--- src/rtl/iwfd_pkg.sv ---
package iwfd_pkg;

	// request to result, in cycles
	localparam int LATENCY = 5;

	localparam logic [13:0] YR_12800 = 14'd12800;
	localparam logic [13:0] YR_6400  = 14'd6400;
	localparam logic [13:0] YR_3200  = 14'd3200;
	localparam logic [13:0] YR_1600  = 14'd1600;
	localparam logic [13:0] YR_800   = 14'd800;
	localparam logic [13:0] YR_400   = 14'd400;

	localparam logic [5:0] WEEKS_LONG  = 6'd53;
	localparam logic [5:0] WEEKS_SHORT = 6'd52;

	// floor(n / 7) for n < 512 as (n * 2341) >> 14
	localparam logic [11:0] DIV7_MUL = 12'd2341;

	// Sunday-based weekday codes
	localparam logic [2:0] WD_SUN = 3'd0;
	localparam logic [2:0] WD_WED = 3'd3;
	localparam logic [2:0] WD_THU = 3'd4;
	localparam logic [2:0] WD_MON7 = 3'd7;

	localparam logic [3:0] MON_JAN = 4'd1;
	localparam logic [3:0] MON_FEB = 4'd2;
	localparam logic [3:0] MON_MAR = 4'd3;
	localparam logic [3:0] MON_DEC = 4'd12;

	typedef struct packed {
		logic [13:0] year;
		logic [3:0]  month;
		logic [4:0]  day;
	} req_t;

	typedef struct packed {
		logic [13:0] iso_year;
		logic [5:0]  iso_week;
		logic        valid_res;
	} res_t;

	// after the year has been reduced modulo 400
	typedef struct packed {
		logic        ok;
		logic [13:0] year;
		logic [3:0]  month;
		logic [4:0]  day;
		logic [8:0]  yr400;
	} yred_t;

	// ready for the week divide and rollover
	typedef struct packed {
		logic        ok;
		logic [13:0] year;
		logic [8:0]  numer;
		logic [5:0]  wk_cur;
		logic [5:0]  wk_prev;
	} cal_t;

	function automatic logic [13:0] red_step(input logic [13:0] x, input logic [13:0] k);
		return (x >= k) ? x - k : x;
	endfunction

	// x is a year modulo 400
	function automatic logic leap400(input logic [8:0] x);
		return (x[1:0] == 2'b00) && (x != 9'd100) && (x != 9'd200) && (x != 9'd300);
	endfunction

	// x + x/4 - x/100 for x < 400
	function automatic logic [9:0] year_key(input logic [8:0] x);
		logic [1:0] c;
		c = (x >= 9'd300) ? 2'd3 : (x >= 9'd200) ? 2'd2 : (x >= 9'd100) ? 2'd1 : 2'd0;
		return {1'b0, x} + {3'b000, x[8:2]} - {8'h00, c};
	endfunction

	// modulo 7 by folding octal digits, since 8 = 1 mod 7
	function automatic logic [2:0] mod7(input logic [9:0] x);
		logic [4:0] s1;
		logic [3:0] s2;
		s1 = {4'h0, x[9]} + {2'b00, x[8:6]} + {2'b00, x[5:3]} + {2'b00, x[2:0]};
		s2 = {2'b00, s1[4:3]} + {1'b0, s1[2:0]};
		return (s2 >= 4'd7) ? 3'(s2 - 4'd7) : s2[2:0];
	endfunction

	function automatic logic [8:0] month_start(input logic [3:0] m);
		case (m)
			4'd1:    return 9'd0;
			4'd2:    return 9'd31;
			4'd3:    return 9'd59;
			4'd4:    return 9'd90;
			4'd5:    return 9'd120;
			4'd6:    return 9'd151;
			4'd7:    return 9'd181;
			4'd8:    return 9'd212;
			4'd9:    return 9'd243;
			4'd10:   return 9'd273;
			4'd11:   return 9'd304;
			4'd12:   return 9'd334;
			default: return 9'd0;
		endcase
	endfunction

	function automatic logic [2:0] month_key(input logic [3:0] m);
		case (m)
			4'd1:    return 3'd0;
			4'd2:    return 3'd3;
			4'd3:    return 3'd2;
			4'd4:    return 3'd5;
			4'd5:    return 3'd0;
			4'd6:    return 3'd3;
			4'd7:    return 3'd5;
			4'd8:    return 3'd1;
			4'd9:    return 3'd4;
			4'd10:   return 3'd6;
			4'd11:   return 3'd2;
			4'd12:   return 3'd4;
			default: return 3'd0;
		endcase
	endfunction

endpackage

--- src/rtl/iwfd_yred.sv ---
// Stages 1 and 2: range check and year modulo 400 by restoring subtraction.
module iwfd_yred (
	input  logic            clk,
	input  logic            arst_n,
	input  logic            in_vld,
	input  iwfd_pkg::req_t  req,
	output logic            out_vld,
	output iwfd_pkg::yred_t out
);

	logic        vld_s1;
	logic        ok_s1;
	logic [13:0] year_s1;
	logic [3:0]  month_s1;
	logic [4:0]  day_s1;
	logic [11:0] part_s1;

	logic        vld_s2;
	iwfd_pkg::yred_t data_s2;

	logic        ok_c;
	logic [13:0] t1, t2, t3;
	logic [13:0] u0, u1, u2, u3;

	always_comb begin
		ok_c = (req.month >= iwfd_pkg::MON_JAN) && (req.month <= iwfd_pkg::MON_DEC) &&
			(req.day != 5'd0);
		t1 = iwfd_pkg::red_step(req.year, iwfd_pkg::YR_12800);
		t2 = iwfd_pkg::red_step(t1, iwfd_pkg::YR_6400);
		t3 = iwfd_pkg::red_step(t2, iwfd_pkg::YR_3200);
	end

	always_comb begin
		u0 = {2'b00, part_s1};
		u1 = iwfd_pkg::red_step(u0, iwfd_pkg::YR_1600);
		u2 = iwfd_pkg::red_step(u1, iwfd_pkg::YR_800);
		u3 = iwfd_pkg::red_step(u2, iwfd_pkg::YR_400);
	end

	always_ff @(posedge clk or negedge arst_n) begin
		if (!arst_n) begin
			vld_s1 <= 1'b0;
			vld_s2 <= 1'b0;
		end else begin
			vld_s1 <= in_vld;
			vld_s2 <= vld_s1;
		end
	end

	always_ff @(posedge clk) begin
		ok_s1    <= ok_c;
		year_s1  <= req.year;
		month_s1 <= req.month;
		day_s1   <= req.day;
		part_s1  <= t3[11:0];

		data_s2.ok    <= ok_s1;
		data_s2.year  <= year_s1;
		data_s2.month <= month_s1;
		data_s2.day   <= day_s1;
		data_s2.yr400 <= u3[8:0];
	end

	assign out_vld = vld_s2;
	assign out     = data_s2;

endmodule

--- src/rtl/iwfd_cal.sv ---
// Stages 3 and 4: day of year, weekdays, week counts of this and last year.
module iwfd_cal (
	input  logic            clk,
	input  logic            arst_n,
	input  logic            in_vld,
	input  iwfd_pkg::yred_t in,
	output logic            out_vld,
	output iwfd_pkg::cal_t  out
);

	logic        vld_s3;
	logic        ok_s3;
	logic [13:0] year_s3;
	logic [8:0]  doy_s3;
	logic [9:0]  sum_date_s3;
	logic [9:0]  sum_ja_s3;
	logic [9:0]  sum_jp_s3;
	logic        leap_a_s3;
	logic        leap_p_s3;

	logic           vld_s4;
	iwfd_pkg::cal_t data_s4;

	logic [8:0] a, p, q, yy;
	logic       la, lp;
	logic [9:0] sum_date, sum_ja, sum_jp;
	logic [8:0] doy;

	// a: this year, p: the year before, q: two years before, all modulo 400
	always_comb begin
		a  = in.yr400;
		p  = (a == 9'd0) ? 9'd399 : a - 9'd1;
		q  = (a == 9'd0) ? 9'd398 : (a == 9'd1) ? 9'd399 : a - 9'd2;
		la = iwfd_pkg::leap400(a);
		lp = iwfd_pkg::leap400(p);
		yy = (in.month < iwfd_pkg::MON_MAR) ? p : a;
		sum_date = iwfd_pkg::year_key(yy) + {7'h00, iwfd_pkg::month_key(in.month)} +
			{5'h00, in.day};
		// 1 January: month key 0, day 1, counted from the previous year
		sum_ja = iwfd_pkg::year_key(p) + 10'd1;
		sum_jp = iwfd_pkg::year_key(q) + 10'd1;
		doy = iwfd_pkg::month_start(in.month) + {4'h0, in.day} +
			{8'h00, (in.month > iwfd_pkg::MON_FEB) && la};
	end

	logic [2:0] sd, ja, jp, dow;
	logic [8:0] numer;
	logic [5:0] wk_cur, wk_prev;

	always_comb begin
		sd  = iwfd_pkg::mod7(sum_date_s3);
		dow = (sd == iwfd_pkg::WD_SUN) ? iwfd_pkg::WD_MON7 : sd;
		numer = doy_s3 + 9'd10 - {6'h00, dow};
		ja = iwfd_pkg::mod7(sum_ja_s3);
		jp = iwfd_pkg::mod7(sum_jp_s3);
		wk_cur = ((ja == iwfd_pkg::WD_THU) || (leap_a_s3 && (ja == iwfd_pkg::WD_WED))) ?
			iwfd_pkg::WEEKS_LONG : iwfd_pkg::WEEKS_SHORT;
		wk_prev = ((jp == iwfd_pkg::WD_THU) || (leap_p_s3 && (jp == iwfd_pkg::WD_WED))) ?
			iwfd_pkg::WEEKS_LONG : iwfd_pkg::WEEKS_SHORT;
	end

	always_ff @(posedge clk or negedge arst_n) begin
		if (!arst_n) begin
			vld_s3 <= 1'b0;
			vld_s4 <= 1'b0;
		end else begin
			vld_s3 <= in_vld;
			vld_s4 <= vld_s3;
		end
	end

	always_ff @(posedge clk) begin
		ok_s3       <= in.ok;
		year_s3     <= in.year;
		doy_s3      <= doy;
		sum_date_s3 <= sum_date;
		sum_ja_s3   <= sum_ja;
		sum_jp_s3   <= sum_jp;
		leap_a_s3   <= la;
		leap_p_s3   <= lp;

		data_s4.ok      <= ok_s3;
		data_s4.year    <= year_s3;
		data_s4.numer   <= numer;
		data_s4.wk_cur  <= wk_cur;
		data_s4.wk_prev <= wk_prev;
	end

	assign out_vld = vld_s4;
	assign out     = data_s4;

endmodule

--- src/rtl/iwfd_roll.sv ---
// Stage 5: divide by 7, roll the week into the neighbouring year, result register.
module iwfd_roll (
	input  logic           clk,
	input  logic           arst_n,
	input  logic           in_vld,
	input  iwfd_pkg::cal_t in,
	output logic           done,
	output iwfd_pkg::res_t result
);

	logic           done_s5;
	iwfd_pkg::res_t result_s5;

	logic [20:0]    prod;
	logic [5:0]     week;
	iwfd_pkg::res_t res_c;

	always_comb begin
		prod = {12'h000, in.numer} * {9'h000, iwfd_pkg::DIV7_MUL};
		week = prod[19:14];
		res_c.valid_res = in.ok;
		if (!in.ok) begin
			res_c.iso_year = 14'd0;
			res_c.iso_week = 6'd0;
		end else if (week == 6'd0) begin
			res_c.iso_year = in.year - 14'd1;
			res_c.iso_week = in.wk_prev;
		end else if (week > in.wk_cur) begin
			res_c.iso_year = in.year + 14'd1;
			res_c.iso_week = 6'd1;
		end else begin
			res_c.iso_year = in.year;
			res_c.iso_week = week;
		end
	end

	always_ff @(posedge clk or negedge arst_n) begin
		if (!arst_n) begin
			done_s5 <= 1'b0;
		end else begin
			done_s5 <= in_vld;
		end
	end

	always_ff @(posedge clk) begin
		result_s5 <= res_c;
	end

	assign done   = done_s5;
	assign result = result_s5;

endmodule

--- src/rtl/iso_week_from_date.sv ---
// channel   | ports              | handshake
// ----------+--------------------+-------------------------------------------
// request   | start, request     | taken at a rising edge with start and !busy
// result    | done, result       | done high for one cycle, no back-pressure
//
// One request a cycle; results leave in the order of their requests.
// The five stages are: range check with year mod 400 (two stages of three
// subtract steps), day of year and weekday sums, mod-7 folding, then the
// divide by 7 and year rollover. busy never rises.
// Reset clears the stage valid bits only; requests in flight are dropped.
module iso_week_from_date (
	input  logic           clk,
	input  logic           arst_n,
	input  logic           start,
	output logic           busy,
	input  iwfd_pkg::req_t request,
	output logic           done,
	output iwfd_pkg::res_t result
);

	logic            yred_vld;
	iwfd_pkg::yred_t yred_data;
	logic            cal_vld;
	iwfd_pkg::cal_t  cal_data;

	// every stage moves on each cycle
	assign busy = 1'b0;

	iwfd_yred u_yred (
		.clk     (clk),
		.arst_n  (arst_n),
		.in_vld  (start && !busy),
		.req     (request),
		.out_vld (yred_vld),
		.out     (yred_data)
	);

	iwfd_cal u_cal (
		.clk     (clk),
		.arst_n  (arst_n),
		.in_vld  (yred_vld),
		.in      (yred_data),
		.out_vld (cal_vld),
		.out     (cal_data)
	);

	iwfd_roll u_roll (
		.clk    (clk),
		.arst_n (arst_n),
		.in_vld (cal_vld),
		.in     (cal_data),
		.done   (done),
		.result (result)
	);

endmodule

--- config.mk ---
export PLATFORM = sky130hd
export DESIGN_NAME = iso_week_from_date
export DESIGN_NICKNAME = d
export VERILOG_FILES = /design/src/rtl/iwfd_pkg.sv /design/src/rtl/iwfd_yred.sv /design/src/rtl/iwfd_cal.sv /design/src/rtl/iwfd_roll.sv /design/src/rtl/iso_week_from_date.sv
export SDC_FILE = /design/constraint.sdc
export NUM_CORES = 1
export LEC_CHECK = 0
export BUFFER_PORTS_ARGS = -buffer_cell sky130_fd_sc_hd__buf_2
export CAP_MARGIN = 25
export CORE_MARGIN = 1.5
export CORE_UTILIZATION = 57
export DETAILED_ROUTE_END_ITERATION = 12
export PLACE_DENSITY_LB_ADDON = 0.08
export SYNTH_ARGS = -nofsm -noshare
export SYNTH_HDL_FRONTEND = slang
export SYNTH_SLANG_ARGS = --single-unit
--- constraint.sdc ---
create_clock -name clk -period 5.3 [get_ports clk]
set_input_delay 1.06 -clock clk [delete_from_list [all_inputs] [get_ports clk]]
set_output_delay 1.06 -clock clk [all_outputs]
set_load 0.03 [all_outputs]
Word-level counts from Yosys, hierarchy flattened

Memory sizes are Yosys's and may differ from the RTL's. A register that Yosys moved wholly into a read port is not among the register bits.
Index checks and enable logic that the tools add are counted.

Memories: 2
Memory bits (read-only): 192
Output and inout bits: 23
Input port bits: 26
Flip-flop bits (word level): 187

Magnitude comparators: 23
Reduce and logical (&&, ||, !) cells: 19
Equal/unequal tests: 11
Multiplexer cells: 27
Add/sub/neg operators: 39
Multiply operators: 1

Memory list:

| name            | words | width | read ports | clocked after Yosys merged registers in | write ports | RTL line        | text |
|---|---|---|---|---|---|---|---|
| (no name shown) | 16    | 9     | 1          | 1                                       | 0           | iwfd_pkg.sv:86  | `case (m)` |
| (no name shown) | 16    | 3     | 1          | 1                                       | 0           | iwfd_pkg.sv:104 | `case (m)` |

Operator list:

| kind                                                                | count |
|---|---|
| 2-to-1 mux 14 bit                                                   | 4 |
| 2-to-1 mux 9 bit                                                    | 5 |
| 2-to-1 mux 20 bit                                                   | 2 |
| adder 5 x 3 -> 5 bit                                                | 6 |
| adder 9 x 7 -> 10 bit                                               | 3 |
| subtractor 10 x 2 -> 10 bit                                         | 3 |
| greater-or-equal comparator 9 x 7 -> 1 bit, second input constant   | 3 |
| greater-or-equal comparator 9 x 8 -> 1 bit, second input constant   | 3 |
| greater-or-equal comparator 9 bit, second input constant            | 3 |
| adder 10 x 1 -> 10 bit, second input constant                       | 2 |
| multiplier 9 x 12 -> 20 bit, second input constant                  | 1 |
| != test 9 x 7 -> 1 bit, second input constant                       | 2 |
| != test 9 x 8 -> 1 bit, second input constant                       | 2 |
| != test 9 bit, second input constant                                | 2 |
| adder 14 x 1 -> 14 bit, second input constant                       | 1 |
| greater-or-equal comparator 14 x 10 -> 1 bit, second input constant | 1 |
| greater-or-equal comparator 14 x 12 -> 1 bit, second input constant | 1 |
| greater-or-equal comparator 14 x 13 -> 1 bit, second input constant | 1 |
| greater-or-equal comparator 14 bit, second input constant           | 1 |
| greater-or-equal comparator 14 x 9 -> 1 bit, second input constant  | 1 |
| subtractor 14 x 1 -> 14 bit, second input constant                  | 1 |
| subtractor 14 x 10 -> 14 bit, second input constant                 | 1 |
| subtractor 14 x 13 -> 14 bit, second input constant                 | 1 |
| subtractor 14 bit, second input constant                            | 1 |
| 35 further kinds                                                    | 69 |

Logic depth before layout (Yosys ltp)

Word-level depth: 10
Gate-level depth with buffers: 28
Gate-level depth less buffers: 28

Modules after synthesis

Synthesis repeated with hierarchy kept, for this count alone.

Cell total of the unflattened synthesis: 1291
Area, all modules: 11970.2 um^2

Modules (own cells, without submodules):

| module             | area each (um^2) | instances | cells each |
|---|---|---|---|
| iwfd_cal           | 6722.7           | 1         | 741 |
| iwfd_yred          | 2633.8           | 1         | 259 |
| iwfd_roll          | 2602.5           | 1         | 289 |
| iso_week_from_date | 11.3             | 1         | 2 |

Least setup slack after synthesis

Ideal clock, no wire load.

Path type: reg2reg
From: reg u_yred.data_s2, in the netlist u_yred.out[2]
To: reg u_cal.sum_date_s3[9]
Cell stages (with the launch flop): 27
Slack: -0.096 ns
Arrival time: 5.276 ns
Setup time: 0.120 ns
Cells stage by stage: dfxtp_1 > clkbuf_1 > inv_1 > ha_1 > nor3b_1 > nand2_1 > xor2_1 > nor3_1 > a21oi_1 > inv_1 > o21a_1 > nand2_1 > nand2_1 > fa_1 > inv_1 > fa_1 > fa_1 > ha_1 > fa_1 > a21oi_1 > nor2_1 > nor2_1 > o21bai_1 > a21oi_1 > o21bai_1 > a21oi_1 > xnor2_1

Cells in the longest elaborated chain, start to end: 10

RTL lines:

| item                                                         | RTL line        | text |
|---|---|---|
| start: declaration                                           | iwfd_yred.sv:19 | `iwfd_pkg::yred_t data_s2;` |
| subtractor 9 x 1 -> 9 bit or zero test 9 bit (tied branches) | iwfd_cal.sv:32  | `p = (a == 9'd0) ? 9'd399 : a - 9'd1;` |
| 2-to-1 mux 9 bit                                             | iwfd_cal.sv:32  |  |
| 2-to-1 mux 9 bit *                                           | iwfd_cal.sv:36  | `yy = (in.month < iwfd_pkg::MON_MAR) ? p : a;` |
| greater-or-equal comparator 9 x 7 -> 1 bit                   | iwfd_pkg.sv:72  | `c = (x >= 9'd300) ? 2'd3 : (x >= 9'd200) ? 2'd2 : (x >= 9'd100) ? 2'd1 : 2'd0;` |
| 2-to-1 mux 1 bit                                             | iwfd_pkg.sv:72  |  |
| 2-to-1 mux 2 bit (2 in series)                               | iwfd_pkg.sv:72  |  |
| subtractor 10 x 2 -> 10 bit *                                | iwfd_pkg.sv:73  | `return {1'b0, x} + {3'b000, x[8:2]} - {8'h00, c};` |
| adder 10 x 3 -> 10 bit *                                     | iwfd_cal.sv:37  | `sum_date = iwfd_pkg::year_key(yy) + {7'h00, iwfd_pkg::month_key(in.month)} +` |
| adder 10 x 5 -> 10 bit *                                     | iwfd_cal.sv:37  |  |
| named net u_cal.sum_date[9]                                  | iwfd_cal.sv:26  | `logic [9:0] sum_date, sum_ja, sum_jp;` |
| end signal: assignment                                       | iwfd_cal.sv:76  | `sum_date_s3 <= sum_date;` |
| end: declaration                                             | iwfd_cal.sv:15  | `logic [9:0] sum_date_s3;` |

The timed path passes the listed nets; every way through them passes the cells marked *.
A chain may end at the register's enable or synchronous reset.

Worst setup path after layout

From: reg u_cal.sum_date_s3[6]
To: reg u_cal.data_s4, in the netlist u_cal.out[19]

Cells in the longest elaborated chain, start to end: 9

RTL lines:

| item                                                                           | RTL line       | text |
|---|---|---|
| adder 1 x 3 -> 4 bit *                                                         | iwfd_pkg.sv:80 | `s1 = {4'h0, x[9]} + {2'b00, x[8:6]} + {2'b00, x[5:3]} + {2'b00, x[2:0]};` |
| adder 5 x 3 -> 5 bit * (2 in series)                                           | iwfd_pkg.sv:80 |  |
| adder 2 x 3 -> 4 bit *                                                         | iwfd_pkg.sv:81 | `s2 = {2'b00, s1[4:3]} + {1'b0, s1[2:0]};` |
| greater-or-equal comparator 4 x 3 -> 1 bit or subtractor 3 bit (tied branches) | iwfd_pkg.sv:82 | `return (s2 >= 4'd7) ? 3'(s2 - 4'd7) : s2[2:0];` |
| 2-to-1 mux 3 bit *                                                             | iwfd_pkg.sv:82 |  |
| zero test 3 bit                                                                | iwfd_cal.sv:52 | `dow = (sd == iwfd_pkg::WD_SUN) ? iwfd_pkg::WD_MON7 : sd;` |
| 2-to-1 mux 3 bit *                                                             | iwfd_cal.sv:52 |  |
| subtractor 9 x 3 -> 9 bit *                                                    | iwfd_cal.sv:53 | `numer = doy_s3 + 9'd10 - {6'h00, dow};` |
| named net u_cal.numer[7]                                                       | iwfd_cal.sv:47 | `logic [8:0] numer;` |
| end: declaration                                                               | iwfd_cal.sv:22 | `iwfd_pkg::cal_t data_s4;` |

Marked as above.

==> results.json <==
{
  "drt_pass1_iterations": 5,
  "stdcell_count": 1607,
  "ios": 49,
  "slew-limit-headroom_pct": 50.3,
  "worst_setup_hold_path_clk_slew_ps": 80,
  "n_fill_cell": 1653,
  "antenna-diode-count": 0,
  "crit_path_max_incr_delay_ps": 520,
  "clockRootBuffer": "sky130_fd_sc_hd__clkbuf_16",
  "buf_inv_stages_crit_path": 6,
  "synth_ff_type": "sky130_fd_sc_hd__dfxtp_1",
  "total_track_usage_pct": 21.4,
  "route.detailed.drc": 0,
  "holdCritPathClass": "reg2reg",
  "initial_utilization_pct": 58.3,
  "place_area_um2": 12100,
  "grt_start_max_net_pins": 23,
  "timing.critical_path.fanout_max": 5,
  "timing_max_transition_violations_final": 0,
  "mostFrequentLayoutCell": "sky130_fd_sc_hd__inv_1",
  "mostFrequentLayoutCells": "sky130_fd_sc_hd__inv_1, sky130_fd_sc_hd__dfxtp_1, sky130_fd_sc_hd__ha_1",
  "h-tree-depth": 4,
  "vias": 8432,
  "status": "finished clean",
  "maxClockFrequency_mhz": 199,
  "fin_crit_sh_pct": 94.6,
  "ys.warnings.count": 0,
  "finalHoldWorstSlack_ps": 327,
  "synth.cell_area_um2": 11400,
  "global_route.overflow_total": 0,
  "clock-sinks": 178,
  "place_hpwl_um": 16300,
  "fin_nets": 1553,
  "critical_path.startpoint_type": "flip-flop",
  "gp_routability_congestion": 0.909,
  "dieArea_um2": 20800,
  "asyncSetResetFlopFracSynth_pct": 2.81,
  "placement.io_buffers": 47,
  "min_period_ps": 5010,
  "grt_antenna_before_repair": 1,
  "chipHeight_um": 144,
  "count_of_cell_types_in_the_netlist": 81,
  "synth_area_per_cell_um2": 9.10,
  "core_area_um2": 19500,
  "grt_pass1_wl_um": 36000,
  "fraction_of_layout_cells_with_a_size_suffix_above_1_pct": 13.0,
  "route.detailed.wl_per_inst_um": 13.0,
  "setup-violations-final": 0,
  "final_cell_area_um2": 12900,
  "floorplan.rows": 51,
  "grt_pass1_vias": 8106,
  "floorplan.die.width_um": 144,
  "cts_buffer_depth": 2,
  "critical_path.top_delay_family": "adder cells",
  "endpoint_kind": "flip-flop",
  "synth_edf_count": 0,
  "number_of_standard_cells_after_synthesis": 1252,
  "postSynthNetCount": 1476,
  "insertion_delay_ps": 430,
  "slowest_library_cell_on_the_worst_path": "sky130_fd_sc_hd__fa_1",
  "cp_data_required_time_ps": 5660,
  "tritoncts_clock_tree": "done",
  "finalClockSkew_ps": 12.3,
  "layout-area-overhead-vs-synth_pct": 13.4,
  "dpl.cell_count": 1571,
  "routed_via_density": 5.25,
  "ys_seq_area_share_pct": 31.5,
  "totalWireLength_um": 21000,
  "post_synthesis_sequential_element_count": 178,
  "tritoncts.num_buffers": 17,
  "timing.critical_path.arrival_ps": 5370,
  "finalHoldViolations": 0,
  "max-cap-violations": 0,
  "ant_nets": 0,
  "path_class": "reg2reg",
  "worst_pin_slew_ps": 744,
  "initialDrtViolationCount": 322
}
-- flip-flops by register name, summed over array words and instances, names as in the netlist, 4 cells and up, named ones only --
register,count
u_yred.out,29
u_yred.day_s1,5
u_cal.sum_jp_s3,10
u_roll.result,21
u_yred.month_s1,4
u_cal.year_s3,14
u_yred.year_s1,14
u_cal.doy_s3,9
u_cal.out,26
u_yred.part_s1,5
u_cal.sum_ja_s3,10
u_cal.sum_date_s3,10
-- worst reg2reg max path, delay by kind of cell (launching register included) --
| kind | cells | cell delay [ps] |
|---|---|---|
| and+or+nand+nor | 3 | 250 |
| adders and majority gates | 11 | 3040 |
| xor gates and xnor gates | 2 | 260 |
| AOI/OAI and AO/OA | 5 | 770 |
| buffers and inverters | 6 | 320 |
| DFF | 1 | 300 |
-- cell usage after synthesis (all sizes together), types with 14 or more instances --
library cell,n,share of area (%)
a21o,27,1.8
a21oi,71,3.1
and3,23,1.3
clkbuf,19,0.63
dfxtp,173,30
fa,40,7.0
ha,158,17
inv,198,6.5
mux2i,16,1.4
nand2,79,2.6
nand2b,15,0.82
nand3,24,1.1
nor2,62,2.0
nor3,26,1.3
o21ai,49,2.2
o21bai,14,0.96
xnor2,59,4.5
xor2,22,1.7
-- repair_timing --
item,CTS,global route
gates resized for setup,3,33
buffers inserted,1,3
setup endpoints to repair,3,7
hold buffers,0,0
pin swaps,2,9
-- cell type report --
cell class	instances	area (um2)	share of cell area [%]
clock buffer	17	425	3.30
clock inverter	15	216	1.68
inverter	198	743	5.76
multi-input combinational	850	7090	54.9
sequential	178	3590	27.8
tap	265	332	2.57
timing repair buffer	84	513	3.97
-- routing by layer --
metal  share of wire [%]  global-route usage (%)  routed length (um)
met1                  48                    27.5               10100
met2                  47                    36.3                9870
met3                 3.3                    4.21                 694
met4                 1.3                    6.43                 267
met5               0.067                       0                  14
-- cells by family after synthesis --
group	count (synthesis)	share of synthesized area (%)
AOI/OAI and AO/OA	254	14.9
muxes	23	2.43
buffers and inverters	224	7.57
other	1	0.0329
DFF	178	31.5
and+or+nand+nor	293	12.9
xor gates and xnor gates	81	6.23
adders and majority gates	198	24.4
-- per-stage QoR --
stage               worst slack, ps  util, %  setup TNS (ps)
floorplan                      24.8        -               0
finish                          287     66.1               0
detailed placement            -34.0     62.0           -38.0
global placement                115     62.0               0
CTS                            28.0     65.3               0
global route                  -9.21     66.1           -9.21
-- worst paths after layout --
path                                               from                        end  slack [ps]  cells after the start
setup reg to reg           u_cal.sum_date_s3[6]$_DFF_P_      u_cal.out[19]$_DFF_P_         290                     27
setup / recovery           u_cal.sum_date_s3[6]$_DFF_P_      u_cal.out[19]$_DFF_P_         290                     27
hold / removal                   u_yred.out[29]$_DFF_P_  u_cal.year_s3[11]$_DFF_P_         330                      0
min in group asynchronous                        arst_n     u_cal.vld_s3$_DFF_PN0_         420                      1
max in group asynchronous                        arst_n   u_yred.out_vld$_DFF_PN0_        4760                      1
hold reg to reg                  u_yred.out[29]$_DFF_P_  u_cal.year_s3[11]$_DFF_P_         330                      0
Power is left out: the tool's default activity adds up to more than one toggle a clock period on the data nets, which glitch-free logic cannot reach.
